## src/hw/rtl/slwts_pkg.sv

```systemverilog
// Shared types, codes and character constants of the word token scanner.
package slwts_pkg;

	// result status codes
	localparam logic [2:0] ST_ACCEPT    = 3'd0;
	localparam logic [2:0] ST_NONE_OK   = 3'd1;
	localparam logic [2:0] ST_LINE_END  = 3'd2;
	localparam logic [2:0] ST_NOT_IDENT = 3'd3;
	localparam logic [2:0] ST_KEYWORD   = 3'd4;

	// token kinds
	localparam logic KIND_CONT = 1'b0;
	localparam logic KIND_TYPE = 1'b1;

	// characters
	localparam logic [7:0] CH_LF     = 8'h0A;
	localparam logic [7:0] CH_CR     = 8'h0D;
	localparam logic [7:0] CH_TAB    = 8'h09;
	localparam logic [7:0] CH_FF     = 8'h0C;
	localparam logic [7:0] CH_SPACE  = 8'h20;
	localparam logic [7:0] CH_HYPHEN = 8'h2D;
	localparam logic [7:0] CH_LPAREN = 8'h28;
	localparam logic [7:0] CH_RPAREN = 8'h29;
	localparam logic [7:0] CH_UNDER  = 8'h5F;
	localparam logic [7:0] CH_LC_A   = 8'h61;
	localparam logic [7:0] CH_LC_Z   = 8'h7A;
	localparam logic [7:0] CH_UC_A   = 8'h41;
	localparam logic [7:0] CH_UC_Z   = 8'h5A;
	localparam logic [7:0] CH_DIG_0  = 8'h30;
	localparam logic [7:0] CH_DIG_9  = 8'h39;

	// reserved words
	localparam int         NUM_KW     = 3;
	localparam logic [1:0] KW_RECORD  = 2'd0;
	localparam logic [1:0] KW_LIST_OF = 2'd1;
	localparam logic [1:0] KW_NOTE    = 2'd2;

	// output widths
	localparam int OUT_BITS     = 16;
	localparam int M_TDATA_BITS = 40;

	// work queue between front and back
	localparam int QUEUE_DEPTH = 4;
	localparam int QPTR_BITS   = 2;

	// classified input transaction
	typedef struct packed {
		logic       start;
		logic       allow_cont;
		logic       allow_type;
		logic       at_end;
		logic [7:0] ch;
		logic       is_brk;
		logic       is_ws;
		logic       is_start;
		logic       is_word;
		logic       is_hyph;
		logic       is_lpar;
		logic       is_rpar;
	} item_t;

	typedef struct packed {
		logic [2:0]          status;
		logic                token_kind;
		logic [OUT_BITS-1:0] skipped;
		logic [OUT_BITS-1:0] token_length;
		logic                overflow;
	} res_t;

	function automatic logic [3:0] kw_len(input logic [1:0] k);
		logic [3:0] len;
		case (k)
			KW_RECORD:  len = 4'd6;
			KW_LIST_OF: len = 4'd7;
			KW_NOTE:    len = 4'd4;
			default:    len = 4'd0;
		endcase
		return len;
	endfunction

	function automatic logic [7:0] kw_char(input logic [1:0] k, input logic [3:0] idx);
		logic [63:0] txt;
		case (k)
			KW_RECORD:  txt = {"record", 16'h0};
			KW_LIST_OF: txt = {"list_of", 8'h0};
			KW_NOTE:    txt = {"note", 32'h0};
			default:    txt = 64'h0;
		endcase
		return idx[3] ? 8'h00 : txt[8*(7-idx[2:0]) +: 8];
	endfunction

endpackage

```

## src/hw/rtl/same_line_word_token_scanner_top.sv

```systemverilog
// Top level of the same-line word token scanner: front, queue and scan back end.
// Throughput: one character transaction per cycle while results are taken and the queue has room,
//   limited by the per-character update of the scan state register in the back end.
// Path: a character is classified and written into the queue; the back end then takes it,
//   after any queued characters ahead of it, and registers the result on m_tdata/m_tuser.
// Reset: arst_n clears the scan state, queue pointers and the output valid at once.
module same_line_word_token_scanner_top #(
	parameter int COMPARE_CAP = 16,
	parameter int COUNT_BITS  = 16
) (
	input  logic        clk,
	input  logic        arst_n,
	// character input
	input  logic        s_tvalid,
	output logic        s_tready,
	input  logic [7:0]  s_tdata,   // [7:0] ch
	input  logic [3:0]  s_tuser,   // [0] start_req, [1] allow_continuation,
	                               // [2] allow_type, [3] at_end
	// scan results
	output logic        m_tvalid,
	input  logic        m_tready,
	output logic [39:0] m_tdata,   // [15:0] skipped, [31:16] token_length,
	                               // [32] overflow, [39:33] zero
	output logic [3:0]  m_tuser    // [2:0] status, [3] token_kind
);
	import slwts_pkg::*;

	// front to queue
	logic  push_valid;
	logic  push_ready;
	item_t push_item;

	// queue to back end
	logic  pop_valid;
	logic  pop_ready;
	item_t pop_item;

	res_t  res;

	// Front: classify the character in the same cycle it is accepted.
	slwts_front u_front (
		.s_tvalid   (s_tvalid),
		.s_tready   (s_tready),
		.s_tdata    (s_tdata),
		.s_tuser    (s_tuser),
		.push_valid (push_valid),
		.push_ready (push_ready),
		.push_item  (push_item)
	);

	// Queue decouples input acceptance from output backpressure.
	slwts_queue u_queue (
		.clk        (clk),
		.arst_n     (arst_n),
		.push_valid (push_valid),
		.push_ready (push_ready),
		.push_item  (push_item),
		.pop_valid  (pop_valid),
		.pop_ready  (pop_ready),
		.pop_item   (pop_item)
	);

	// Back end: scan state machine, one character per cycle unless the result stalls, registered result.
	slwts_back #(
		.COMPARE_CAP (COMPARE_CAP),
		.COUNT_BITS  (COUNT_BITS)
	) u_back (
		.clk       (clk),
		.arst_n    (arst_n),
		.q_valid   (pop_valid),
		.q_ready   (pop_ready),
		.q_item    (pop_item),
		.res_valid (m_tvalid),
		.res_ready (m_tready),
		.res       (res)
	);

	// pack result transaction
	assign m_tdata = {(M_TDATA_BITS - 2*OUT_BITS - 1)'(0), res.overflow, res.token_length,
		res.skipped};
	assign m_tuser = {res.token_kind, res.status};

endmodule

```

## src/hw/rtl/slwts_front.sv

```systemverilog
// Input side: takes character transactions and classifies each character.
module slwts_front (
	input  logic                 s_tvalid,
	output logic                 s_tready,
	input  logic [7:0]           s_tdata,
	input  logic [3:0]           s_tuser,
	output logic                 push_valid,
	input  logic                 push_ready,
	output slwts_pkg::item_t     push_item
);
	import slwts_pkg::*;

	logic [7:0] ch;
	logic       is_alpha;
	logic       is_digit;

	assign ch       = s_tdata;
	assign is_alpha = (ch >= CH_LC_A && ch <= CH_LC_Z) || (ch >= CH_UC_A && ch <= CH_UC_Z)
		|| ch == CH_UNDER;
	assign is_digit = ch >= CH_DIG_0 && ch <= CH_DIG_9;

	always_comb begin
		push_item.start      = s_tuser[0];
		push_item.allow_cont = s_tuser[1];
		push_item.allow_type = s_tuser[2];
		push_item.at_end     = s_tuser[3];
		push_item.ch         = ch;
		push_item.is_brk     = ch == CH_LF || ch == CH_CR;
		push_item.is_ws      = ch == CH_SPACE || ch == CH_TAB || ch == CH_FF;
		push_item.is_start   = is_alpha;
		push_item.is_word    = is_alpha || is_digit;
		push_item.is_hyph    = ch == CH_HYPHEN;
		push_item.is_lpar    = ch == CH_LPAREN;
		push_item.is_rpar    = ch == CH_RPAREN;
	end

	assign push_valid = s_tvalid;
	assign s_tready   = push_ready;

endmodule

```

## src/hw/rtl/slwts_queue.sv

```systemverilog
// Short FIFO of classified characters between front and back.
module slwts_queue (
	input  logic                 clk,
	input  logic                 arst_n,
	input  logic                 push_valid,
	output logic                 push_ready,
	input  slwts_pkg::item_t     push_item,
	output logic                 pop_valid,
	input  logic                 pop_ready,
	output slwts_pkg::item_t     pop_item
);
	import slwts_pkg::*;

	item_t                mem_q [QUEUE_DEPTH];
	logic [QPTR_BITS-1:0] wr_ptr_q;
	logic [QPTR_BITS-1:0] rd_ptr_q;
	logic [QPTR_BITS:0]   count_q;
	logic                 do_push;
	logic                 do_pop;

	assign push_ready = count_q != (QPTR_BITS+1)'(QUEUE_DEPTH);
	assign pop_valid  = count_q != '0;
	assign pop_item   = mem_q[rd_ptr_q];
	assign do_push    = push_valid && push_ready;
	assign do_pop     = pop_valid && pop_ready;

	always_ff @(posedge clk or negedge arst_n) begin
		if (!arst_n) begin
			wr_ptr_q <= '0;
			rd_ptr_q <= '0;
			count_q  <= '0;
		end else begin
			if (do_push) wr_ptr_q <= wr_ptr_q + 1'b1;
			if (do_pop)  rd_ptr_q <= rd_ptr_q + 1'b1;
			case ({do_push, do_pop})
				2'b10:   count_q <= count_q + 1'b1;
				2'b01:   count_q <= count_q - 1'b1;
				default: count_q <= count_q;
			endcase
		end
	end

	always_ff @(posedge clk) begin
		if (do_push) mem_q[wr_ptr_q] <= push_item;
	end

endmodule

```

## src/hw/rtl/slwts_back.sv

```systemverilog
// Scan state machine: consumes classified characters and registers the result.
module slwts_back #(
	parameter int COMPARE_CAP = 16,
	parameter int COUNT_BITS  = 16
) (
	input  logic                 clk,
	input  logic                 arst_n,
	input  logic                 q_valid,
	output logic                 q_ready,
	input  slwts_pkg::item_t     q_item,
	output logic                 res_valid,
	input  logic                 res_ready,
	output slwts_pkg::res_t      res
);
	import slwts_pkg::*;

	localparam logic [2:0] PH_IDLE  = 3'd0;
	localparam logic [2:0] PH_SKIP  = 3'd1;
	localparam logic [2:0] PH_WORD  = 3'd2;
	localparam logic [2:0] PH_HYPH  = 3'd3;
	localparam logic [2:0] PH_PAREN = 3'd4;

	localparam int              EXT_BITS = (COUNT_BITS > OUT_BITS) ? COUNT_BITS : OUT_BITS;
	localparam logic [31:0]     KW_LIMIT = 32'(COMPARE_CAP - 1);
	localparam logic [COUNT_BITS-1:0] CNT_MAX = '1;

	logic [2:0]            phase_q;
	logic                  cont_q;
	logic [COUNT_BITS-1:0] skip_q;
	logic [COUNT_BITS-1:0] comm_q;
	logic [COUNT_BITS-1:0] pend_q;
	logic [3:0]            wlen_q;
	logic                  hyph_q;
	logic [2:0]            alive_q;
	logic                  ovf_q;

	logic                  res_valid_q;
	res_t                  res_q;

	// effective state after a possible restart
	logic [2:0]            e_phase;
	logic                  e_cont;
	logic [COUNT_BITS-1:0] e_skip, e_comm, e_pend;
	logic [3:0]            e_wlen;
	logic                  e_hyph;
	logic [2:0]            e_alive;
	logic                  e_ovf;
	logic                  none_ok;

	// next state
	logic [2:0]            n_phase;
	logic [COUNT_BITS-1:0] n_skip, n_comm, n_pend;
	logic [3:0]            n_wlen;
	logic                  n_hyph;
	logic [2:0]            n_alive;
	logic                  n_ovf;

	logic [COUNT_BITS-1:0] pend_inc, skip_inc;
	logic                  pend_sat, skip_sat;
	logic [2:0]            keep_vec, len_eq;
	logic                  is_kw;

	logic                  emit;
	logic [2:0]            st;
	logic                  kind;
	logic [COUNT_BITS-1:0] emit_len;
	logic [EXT_BITS-1:0]   skip_ext, len_ext;
	logic                  skip_clip, len_clip;
	logic                  fire;

	assign fire    = q_valid && (!res_valid_q || res_ready);
	assign q_ready = fire;

	always_comb begin
		if (q_item.start) begin
			e_cont  = q_item.allow_cont;
			e_skip  = '0;
			e_comm  = '0;
			e_pend  = '0;
			e_wlen  = '0;
			e_hyph  = 1'b0;
			e_alive = '1;
			e_ovf   = 1'b0;
			none_ok = !(q_item.allow_cont || q_item.allow_type);
			e_phase = none_ok ? PH_IDLE : PH_SKIP;
		end else begin
			e_cont  = cont_q;
			e_skip  = skip_q;
			e_comm  = comm_q;
			e_pend  = pend_q;
			e_wlen  = wlen_q;
			e_hyph  = hyph_q;
			e_alive = alive_q;
			e_ovf   = ovf_q;
			none_ok = 1'b0;
			e_phase = phase_q;
		end
	end

	// saturating increments and keyword tracking
	always_comb begin
		pend_sat = e_pend == CNT_MAX;
		skip_sat = e_skip == CNT_MAX;
		pend_inc = pend_sat ? e_pend : e_pend + COUNT_BITS'(1);
		skip_inc = skip_sat ? e_skip : e_skip + COUNT_BITS'(1);
		for (int k = 0; k < NUM_KW; k++) begin
			keep_vec[k] = (e_wlen < kw_len(2'(k))) && (q_item.ch == kw_char(2'(k), e_wlen));
			len_eq[k]   = e_wlen == kw_len(2'(k));
		end
		is_kw = !e_hyph && (32'(e_pend) < KW_LIMIT) && |(e_alive & len_eq);
	end

	always_comb begin
		n_phase  = e_phase;
		n_skip   = e_skip;
		n_comm   = e_comm;
		n_pend   = e_pend;
		n_wlen   = e_wlen;
		n_hyph   = e_hyph;
		n_alive  = e_alive;
		n_ovf    = e_ovf;
		emit     = 1'b0;
		st       = ST_ACCEPT;
		kind     = KIND_CONT;
		emit_len = '0;
		if (none_ok) begin
			emit = 1'b1;
			st   = ST_NONE_OK;
		end else begin
			case (e_phase)
				PH_SKIP: begin
					if (q_item.at_end || q_item.is_brk) begin
						emit = 1'b1;
						st   = ST_LINE_END;
					end else if (q_item.is_ws) begin
						n_skip = skip_inc;
						n_ovf  = e_ovf | skip_sat;
					end else if (!q_item.is_start) begin
						emit = 1'b1;
						st   = ST_NOT_IDENT;
					end else begin
						n_alive = e_alive & keep_vec;
						n_wlen  = (e_wlen < 4'd15) ? e_wlen + 4'd1 : e_wlen;
						n_pend  = pend_inc;
						n_comm  = pend_inc;
						n_ovf   = e_ovf | pend_sat;
						n_phase = PH_WORD;
					end
				end
				PH_WORD, PH_HYPH: begin
					if (!q_item.at_end && q_item.is_word) begin
						n_alive = e_alive & keep_vec;
						n_wlen  = (e_wlen < 4'd15) ? e_wlen + 4'd1 : e_wlen;
						n_pend  = pend_inc;
						n_comm  = pend_inc;
						n_ovf   = e_ovf | pend_sat;
						n_phase = PH_WORD;
					end else if (!q_item.at_end && q_item.is_hyph) begin
						// hyphens are held back until a word character follows
						n_pend  = pend_inc;
						n_ovf   = e_ovf | pend_sat;
						n_hyph  = 1'b1;
						n_phase = PH_HYPH;
					end else if (e_cont) begin
						emit     = 1'b1;
						kind     = KIND_CONT;
						emit_len = e_comm;
					end else if (is_kw) begin
						emit = 1'b1;
						st   = ST_KEYWORD;
					end else if (!q_item.at_end && q_item.is_lpar) begin
						n_pend  = pend_inc;
						n_ovf   = e_ovf | pend_sat;
						n_phase = PH_PAREN;
					end else begin
						emit     = 1'b1;
						kind     = KIND_TYPE;
						emit_len = e_comm;
					end
				end
				PH_PAREN: begin
					if (q_item.at_end) begin
						emit     = 1'b1;
						kind     = KIND_TYPE;
						emit_len = e_comm;
					end else begin
						n_pend = pend_inc;
						n_ovf  = e_ovf | pend_sat;
						if (q_item.is_rpar) begin
							n_comm   = pend_inc;
							emit     = 1'b1;
							kind     = KIND_TYPE;
							emit_len = pend_inc;
						end
					end
				end
				default: begin
					// idle without a start: character dropped
				end
			endcase
		end
		if (emit) n_phase = PH_IDLE;
	end

	// clamp counts to the output width
	always_comb begin
		skip_ext  = EXT_BITS'(n_skip);
		len_ext   = EXT_BITS'(emit_len);
		skip_clip = skip_ext > EXT_BITS'({OUT_BITS{1'b1}});
		len_clip  = len_ext > EXT_BITS'({OUT_BITS{1'b1}});
	end

	always_ff @(posedge clk or negedge arst_n) begin
		if (!arst_n) begin
			phase_q     <= PH_IDLE;
			cont_q      <= 1'b0;
			skip_q      <= '0;
			comm_q      <= '0;
			pend_q      <= '0;
			wlen_q      <= '0;
			hyph_q      <= 1'b0;
			alive_q     <= '1;
			ovf_q       <= 1'b0;
			res_valid_q <= 1'b0;
		end else begin
			if (fire) begin
				phase_q     <= n_phase;
				cont_q      <= e_cont;
				skip_q      <= n_skip;
				comm_q      <= n_comm;
				pend_q      <= n_pend;
				wlen_q      <= n_wlen;
				hyph_q      <= n_hyph;
				alive_q     <= n_alive;
				ovf_q       <= n_ovf;
				res_valid_q <= emit;
			end else if (res_ready) begin
				res_valid_q <= 1'b0;
			end
		end
	end

	always_ff @(posedge clk) begin
		if (fire && emit) begin
			res_q.status       <= st;
			res_q.token_kind   <= kind;
			res_q.skipped      <= skip_clip ? '1 : skip_ext[OUT_BITS-1:0];
			res_q.token_length <= len_clip ? '1 : len_ext[OUT_BITS-1:0];
			res_q.overflow     <= n_ovf | skip_clip | len_clip;
		end
	end

	assign res_valid = res_valid_q;
	assign res       = res_q;

endmodule

```

## config.mk

```make
export PLATFORM = sky130hd
export DESIGN_NAME = same_line_word_token_scanner_top
export DESIGN_NICKNAME = d
export VERILOG_FILES = /design/src/hw/rtl/slwts_pkg.sv /design/src/hw/rtl/same_line_word_token_scanner_top.sv /design/src/hw/rtl/slwts_front.sv /design/src/hw/rtl/slwts_queue.sv /design/src/hw/rtl/slwts_back.sv
export SDC_FILE = /design/constraint.sdc
export NUM_CORES = 1
export LEC_CHECK = 0
export ABC_AREA = 1
export BUFFER_PORTS_ARGS = -buffer_cell sky130_fd_sc_hd__buf_2
export CORE_ASPECT_RATIO = 0.7
export CORE_UTILIZATION = 60
export DETAILED_ROUTE_END_ITERATION = 8
export PLACE_DENSITY_LB_ADDON = 0.25
export SYNTH_ARGS = -nofsm -noshare
export SYNTH_HDL_FRONTEND = slang
export SYNTH_SLANG_ARGS = --single-unit
```

## constraint.sdc

```tcl
create_clock -name clk -period 4.9 [get_ports clk]
set_input_delay 0.49 -clock clk [delete_from_list [all_inputs] [get_ports clk]]
set_output_delay 0.49 -clock clk [all_outputs]
set_load 0.02 [all_outputs]
```

Word-level counts from Yosys, hierarchy flattened
Memories as Yosys holds them, arrays and structs flattened.
Cells that the tools add are included.
{ "totals": {"register_bits": 106, "ramBits": 76, "inputBits": 16, "out_inout_bits": 46, "word_cells": 223, "n_memories": 1} }
{ "memory_table": {"columns": ["name", "depth", "word_bits", "rd", "rd_clocked_by_memory_dff", "write_ports", "line", "rtl"], "rows": [
  ["u_queue.mem_q", 4, 19, 1, 0, 1, "slwts_queue.sv:14", "item_t mem_q [QUEUE_DEPTH];"]
]} }
{ "classes": {"addsub": 8, "n_lt_le_gt_ge": 13, "n_eq_ne": 24, "shifts": 3, "n_mux": 117, "bitwise_logic": 6, "reduce_logical": 33} }
{ "ops": {"columns": ["operator", "count"], "rows": [
  ["16-bit 2-to-1 mux", 34],
  ["64-bit by 33-bit variable part select with 8-bit output (first input constant)", 3],
  ["16-bit case mux with 3 select lines", 2],
  ["3-bit 2-to-1 mux", 23],
  ["1-bit 2-to-1 mux", 38],
  ["16-bit by 1-bit adder with 16-bit output (second input constant)", 2],
  ["16-bit equality test (second input constant)", 2],
  ["8-bit by 4-bit equality test with 1-bit output (second input constant)", 4],
  ["8-bit by 6-bit equality test with 1-bit output (second input constant)", 4],
  ["16-bit > comparator (second input constant)", 2],
  ["16-bit case mux with 2 select lines", 1],
  ["4-bit 2-to-1 mux", 7],
  ["8-bit equality test", 3],
  ["8-bit 2-to-1 mux", 3],
  ["3-bit case mux with 2 select lines", 4],
  ["8-bit by 7-bit greater-or-equal comparator with 1-bit output (second input constant)", 2],
  ["8-bit by 7-bit less-or-equal comparator with 1-bit output (second input constant)", 2],
  ["16-bit by 4-bit < comparator with 1-bit output (second input constant)", 1],
  ["1-bit logical AND", 15],
  ["4-bit by 3-bit equality test with 1-bit output (second input constant)", 3],
  ["4-bit by 3-bit < comparator with 1-bit output (second input constant)", 3],
  ["1-bit logical OR", 9],
  ["8-bit by 7-bit equality test with 1-bit output (second input constant)", 1],
  ["8-bit by 6-bit greater-or-equal comparator with 1-bit output (second input constant)", 1],
  ["other kinds (24)", 35]
]} }

Longest topological paths before layout
An unclocked memory read counts as a cell.
{ "logic_depth": {"ltp_word": 14, "mapped_depth": 25, "mapped_depth_nobuf": 22} }

Cells and area by module
From an unflattened synthesis, not the netlist that was laid out.
{ "unflattened": {"hier_cells": 1415, "hier_area_um2": 11088.1} }
{ "modules_own_cells": {"columns": ["mod", "instances", "cells_per_inst", "area_per_inst_um2", "seq_area_each_um2"], "rows": [
  ["slwts_back", 1, 1068, 7123.1, 2666.3],
  ["slwts_queue", 1, 281, 3607.2, 2457.4],
  ["slwts_front", 1, 58, 301.5, 0.0],
  ["same_line_word_token_scanner_top", 1, 8, 56.3, 0.0]
]} }

Worst setup path after synthesis
No wires, ideal clock.
{ "synth_timing": {"path_kind": "register to register", "startpoint": "register u_queue.rd_ptr_q[1]", "endpoint": "register u_back.res_q (netlist bit u_back.res[0]), enable pin", "setup_ns": 0.392, "t_arrival_ns": 3.220, "required_ns": 4.508, "setup_slack_ns": 1.287, "path_stages_with_launch": 21, "path_buffers": 4, "synth_period_minus_slack_ns": 3.613, "cell_sequence": "dfrtp_1 > buf_4 > nand3_1 > nand2_4 > buf_8 > buf_6 > buf_6 > nand2_1 > inv_1 > ha_1 > nand2_1 > inv_1 > nand3_1 > nand3_1 > nor2_1 > nand4_1 > nand2_2 > nand2_4 > nand4_1 > nand2_1 > inv_1"} }
{ "synth_between": {"elab_chain_len": 13, "word_cells_on_any_way": 43, "classes_between": "1 x order compare; 7 x eq/ne; 20 x mux; 1 x bitwise; 13 x reduce/logical; 1 x memory"} }
{ "synth_rtl": {"columns": ["item", "line", "rtl"], "rows": [
  ["start: declaration", "slwts_queue.sv:16", "logic [QPTR_BITS-1:0] rd_ptr_q;"],
  ["start signal: assignment", "slwts_queue.sv:34", "if (do_pop) rd_ptr_q <= rd_ptr_q + 1'b1;"],
  ["memory read 4 x 19 bit (*)", null, null],
  ["branches (longest 10 deep; another with 16-bit by 4-bit < comparator with 1-bit output)", null, null],
  ["1-bit 2-to-1 mux (*)", "slwts_back.sv:126", "if (none_ok) begin"],
  ["1-bit logical AND (*)", "slwts_back.sv:244", "if (fire && emit) begin"],
  ["end: declaration", "slwts_back.sv:38", "res_t res_q;"]
]} }
Every way passes the cells marked *.
A chain may end at the register's enable or synchronous reset.

Worst setup path after layout
{ "layout_timing": {"startpoint": "register u_queue.rd_ptr_q[1]", "endpoint": "register u_back.comm_q[10]"} }
{ "layout_between": {"elab_chain_len": 9, "word_cells_on_any_way": 27, "classes_between": "1 x add/sub; 5 x eq/ne; 14 x mux; 6 x reduce/logical; 1 x memory"} }
{ "layout_rtl": {"columns": ["item", "line", "rtl"], "rows": [
  ["memory read 4 x 19 bit (*)", null, null],
  ["16-bit 2-to-1 mux", "slwts_back.sv:75", "if (q_item.start) begin"],
  ["16-bit by 1-bit adder with 16-bit output / 16-bit equality test (equally long branches)", "slwts_back.sv:104, slwts_back.sv:102", null],
  ["16-bit 2-to-1 mux", "slwts_back.sv:104", "pend_inc = pend_sat ? e_pend : e_pend + COUNT_BITS'(1);"],
  ["16-bit 2-to-1 mux", "slwts_back.sv:138", "end else if (!q_item.is_start) begin"],
  ["16-bit 2-to-1 mux", "slwts_back.sv:135", "end else if (q_item.is_ws) begin"],
  ["16-bit 2-to-1 mux", "slwts_back.sv:132", "if (q_item.at_end || q_item.is_brk) begin"],
  ["16-bit case mux with 3 select lines", "slwts_back.sv:130", "case (e_phase)"],
  ["16-bit 2-to-1 mux (*)", "slwts_back.sv:126", null],
  ["end signal: assignment", "slwts_back.sv:230", "comm_q <= n_comm;"],
  ["end: declaration", "slwts_back.sv:30", "logic [COUNT_BITS-1:0] comm_q;"]
]} }
Mark *: on every way between the ends. The rest lies on a longest branch, timed or not.

==> impl_metrics.env <==
export IMPL_leakage_nw=5.237
export IMPL_io_buffer_count=54
export IMPL_ys_top_cells_by_area="edfxtp_1 (32%), dfrtp_1 (16%), nand2_1 (14%)"
export IMPL_diodes=0
export IMPL_drive_gt1_frac=0.1108
export IMPL_cts_sinks=182
export IMPL_die_x_um=160.5
export IMPL_first_pass_iters=9
export IMPL_drt_initial_drc_count=1188
export IMPL_syn_area_mm2=0.01055
export IMPL_initial_core_util=0.6146
export IMPL_cts_root_buf="clkbuf_16"
export IMPL_clk_path_buf_depth=2
export IMPL_coreArea_mm2=0.01717
export IMPL_drcViolationCount=1
export IMPL_htreeDepth=4
export IMPL_yosysTopAreaCell="edfxtp_1"
export IMPL_synth_edff_count=113
export IMPL_nets=1393
export IMPL_wl_per_cell_um=17.50
export IMPL_async_flop_share=0.3791
export IMPL_synth_avg_cell_area_um2=7.915
export IMPL_crit_arrival_ns=4.34
export IMPL_rsz0062_at_grt="false"
export IMPL_synth_flop_cell="edfxtp_1"
export IMPL_instances_no_fill=1612
export IMPL_cp_max_fo=62
export IMPL_die_area_mm2=0.01813
export IMPL_grtUsageTotal=0.3239
export IMPL_power_density_mw_per_mm2=656.3
export IMPL_cts_tree="built"
export IMPL_whs_ns=0.1887
export IMPL_finalSetupTns_ns=0
export IMPL_drt_wl_total_um=28200
export IMPL_fin_total_pwr_mw=7.543
export IMPL_syn_to_final_growth_pct=8.942
export IMPL_cts_resized=0
export IMPL_ir_worst_vdd_v=0.0004017
export IMPL_hold_violations=0
export IMPL_utilization=0.6695
export IMPL_grt_max_degree=70
export IMPL_skew_ns=0.01200
export IMPL_drt_vias_per_instance=5.815
export IMPL_rows=40
export IMPL_tightestPinTransition_ns=1.174
export IMPL_synth_cell_types=55
export IMPL_crit_required_ns=5.25
export IMPL_max_freq_mhz=250.4
export IMPL_fin_crit_ns=3.994
export IMPL_post_cts_buffers=0
export IMPL_yosysWarnings=0
export IMPL_crit_path_start_kind="register"
export IMPL_drv_slew=0
export IMPL_place_gp_congestion=1.061
export IMPL_grt_pass1_vias=8501
export IMPL_numCtsBuffers=17
export IMPL_failed_checks="design-rule violations"
export IMPL_clock_latency_ns=0.44
export IMPL_dp_cells=1580
export IMPL_path_clk_slew_ns=0.07
export IMPL_setup_violations=0
export IMPL_die_h_um=112.9
export IMPL_grt_overflow=0
export IMPL_status="complete, but fails checks"
export IMPL_ant_nets=0
export IMPL_hpwl_um=19710
export IMPL_num_vias=9374
export IMPL_antenna_found_initial=0
export IMPL_crit_type="register to register"
export IMPL_io_pins=62
export IMPL_seq_area_frac_synth=0.4856
export IMPL_period_share=0.8151
export IMPL_ctsHoldBuffers=0
export IMPL_end_kind="register"
export IMPL_synth_top_area_frac=0.3216
export IMPL_synth_seq_cells=182
export IMPL_grt_pass1_wl_um=45110
export IMPL_drv_cap=0
export IMPL_slew_headroom=0.2166
export IMPL_hp_class="primary input to async pin"
export IMPL_synth_cells=1333
[stage by stage]
step | cell area (um2) | setup slack [ns]
final | 11490 | 0.9062
after detailed placement | 10930 | 1.063
after floorplan | 10570 | 1.287
after CTS | 11490 | 1.033
after global routing | 11490 | 0.6837
after global placement | 10930 | 1.126
[worst max-delay path, cell delays in order, from the launching register on]
cell	delay, ns
dfrtp_1	0.61
inv_4	0.35
nand3_2	0.14
nand2_4	0.25
buf_12	0.31
nor2_1	0.12
nand2_2	0.29
nand2_2	0.14
nor2_4	0.39
nand2_4	0.22
nand2_4	0.17
inv_2	0.07
nand2_4	0.25
inv_2	0.17
nor2_1	0.21
o21ai_1	0.07
o21ai_0	0.12
[report_power, final]
| group | leakage (nW) | total (mW) | internal (mW) | switching, mW |
|---|---|---|---|---|
| Clock | 0.268 | 1.32 | 0.669 | 0.652 |
| Combinational | 3.00 | 3.85 | 0.962 | 2.89 |
| Sequential | 1.97 | 2.37 | 2.17 | 0.196 |
| Total | 5.24 | 7.54 | 3.80 | 3.74 |
[placed cells by master (no fill, tap or decap), drive strengths merged, types with 2 or more instances in the layout]
cell type	netlist	final
nand2	412	412
inv	150	156
nor2	131	131
o21ai	129	129
edfxtp	113	113
nand3	99	99
buf	36	67
dfrtp	66	66
a21oi	52	52
nand4	23	23
clkbuf	21	17
xor2	14	14
nor3	13	13
o22ai	11	11
clkinv	3	9
a32o	8	8
ha	8	8
xnor2	8	8
conb	1	7
o211ai	5	5
a31oi	5	5
and3	4	4
clkinvlp	0	3
dfstp	3	3
nand3b	3	3
o31ai	2	2
a32oi	2	2
nor4	2	2
[synth_stat cells (12+ instances only)]
| cell | n |
|---|---|
| edfxtp_1 | 113 |
| nand4_1 | 22 |
| dfrtp_1 | 66 |
| nand2_1 | 395 |
| o21ai_1 | 45 |
| nor2_1 | 120 |
| a21oi_1 | 51 |
| inv_1 | 142 |
| clkbuf_1 | 21 |
| nand2_2 | 12 |
| o21ai_0 | 84 |
| nand3_1 | 97 |
| buf_4 | 15 |
| xor2_1 | 13 |
[sequential cells by signal, summed over array words and instances (netlist names)]
signal            cells
u_back.wlen_q         4
u_back.ovf_q          1
u_queue.rd_ptr_q      2
u_queue.count_q       3
u_back.hyph_q         1
u_back.pend_q        16
u_back.res           37
u_back.alive_q        3
u_back.phase_q        3
u_queue.mem_q        76
u_back.comm_q        16
u_back.res_valid      1
u_queue.wr_ptr_q      2
u_back.skip_q        16
u_back.cont_q         1
[per-layer routing]
layer / part of all wire / track usage
met5: 0 / 0
met3: 0.12 / 0.09018
met4: 0.017 / 0.09778
met2: 0.41 / 0.4473
met1: 0.46 / 0.4919
[cell type report]
cell class	instances	area, um2
clock buffers	17	425.4
clock inverters	15	138.9
fillers	1433	5673
inverters	153	576.8
multi-input cells	947	4557
flip-flops and latches	182	5124
well taps	231	289.0
repair buffers	67	382.9
[path summary, 6_finish.rpt]
path | startpoint | endpoint | slack, ns | depth (start not counted)
min in group clk | s_tuser[3] | u_queue.mem_q[1][15] | 0.27 | 1
max in group asynchronous | arst_n | u_back.pend_q[4] | 4.09 | 1
max | u_queue.rd_ptr_q[1] | u_back.comm_q[10] | 0.91 | 16
min | arst_n | u_back.skip_q[7] | 0.19 | 1
max reg2reg | u_queue.rd_ptr_q[1] | u_back.comm_q[10] | 0.91 | 16
min reg2reg | u_queue.count_q[0] | u_queue.count_q[0] | 0.48 | 1
[logic make-up after synthesis]
family          share of synthesized area
compound gates                     0.1148
fa+ha+maj                         0.01139
simple gates                       0.2812
other cells                     0.0003554
xor+xnor                          0.01969
flops                              0.4856
buf+inv                           0.08693
No activity file was read; power rests on OpenSTA's default activity.
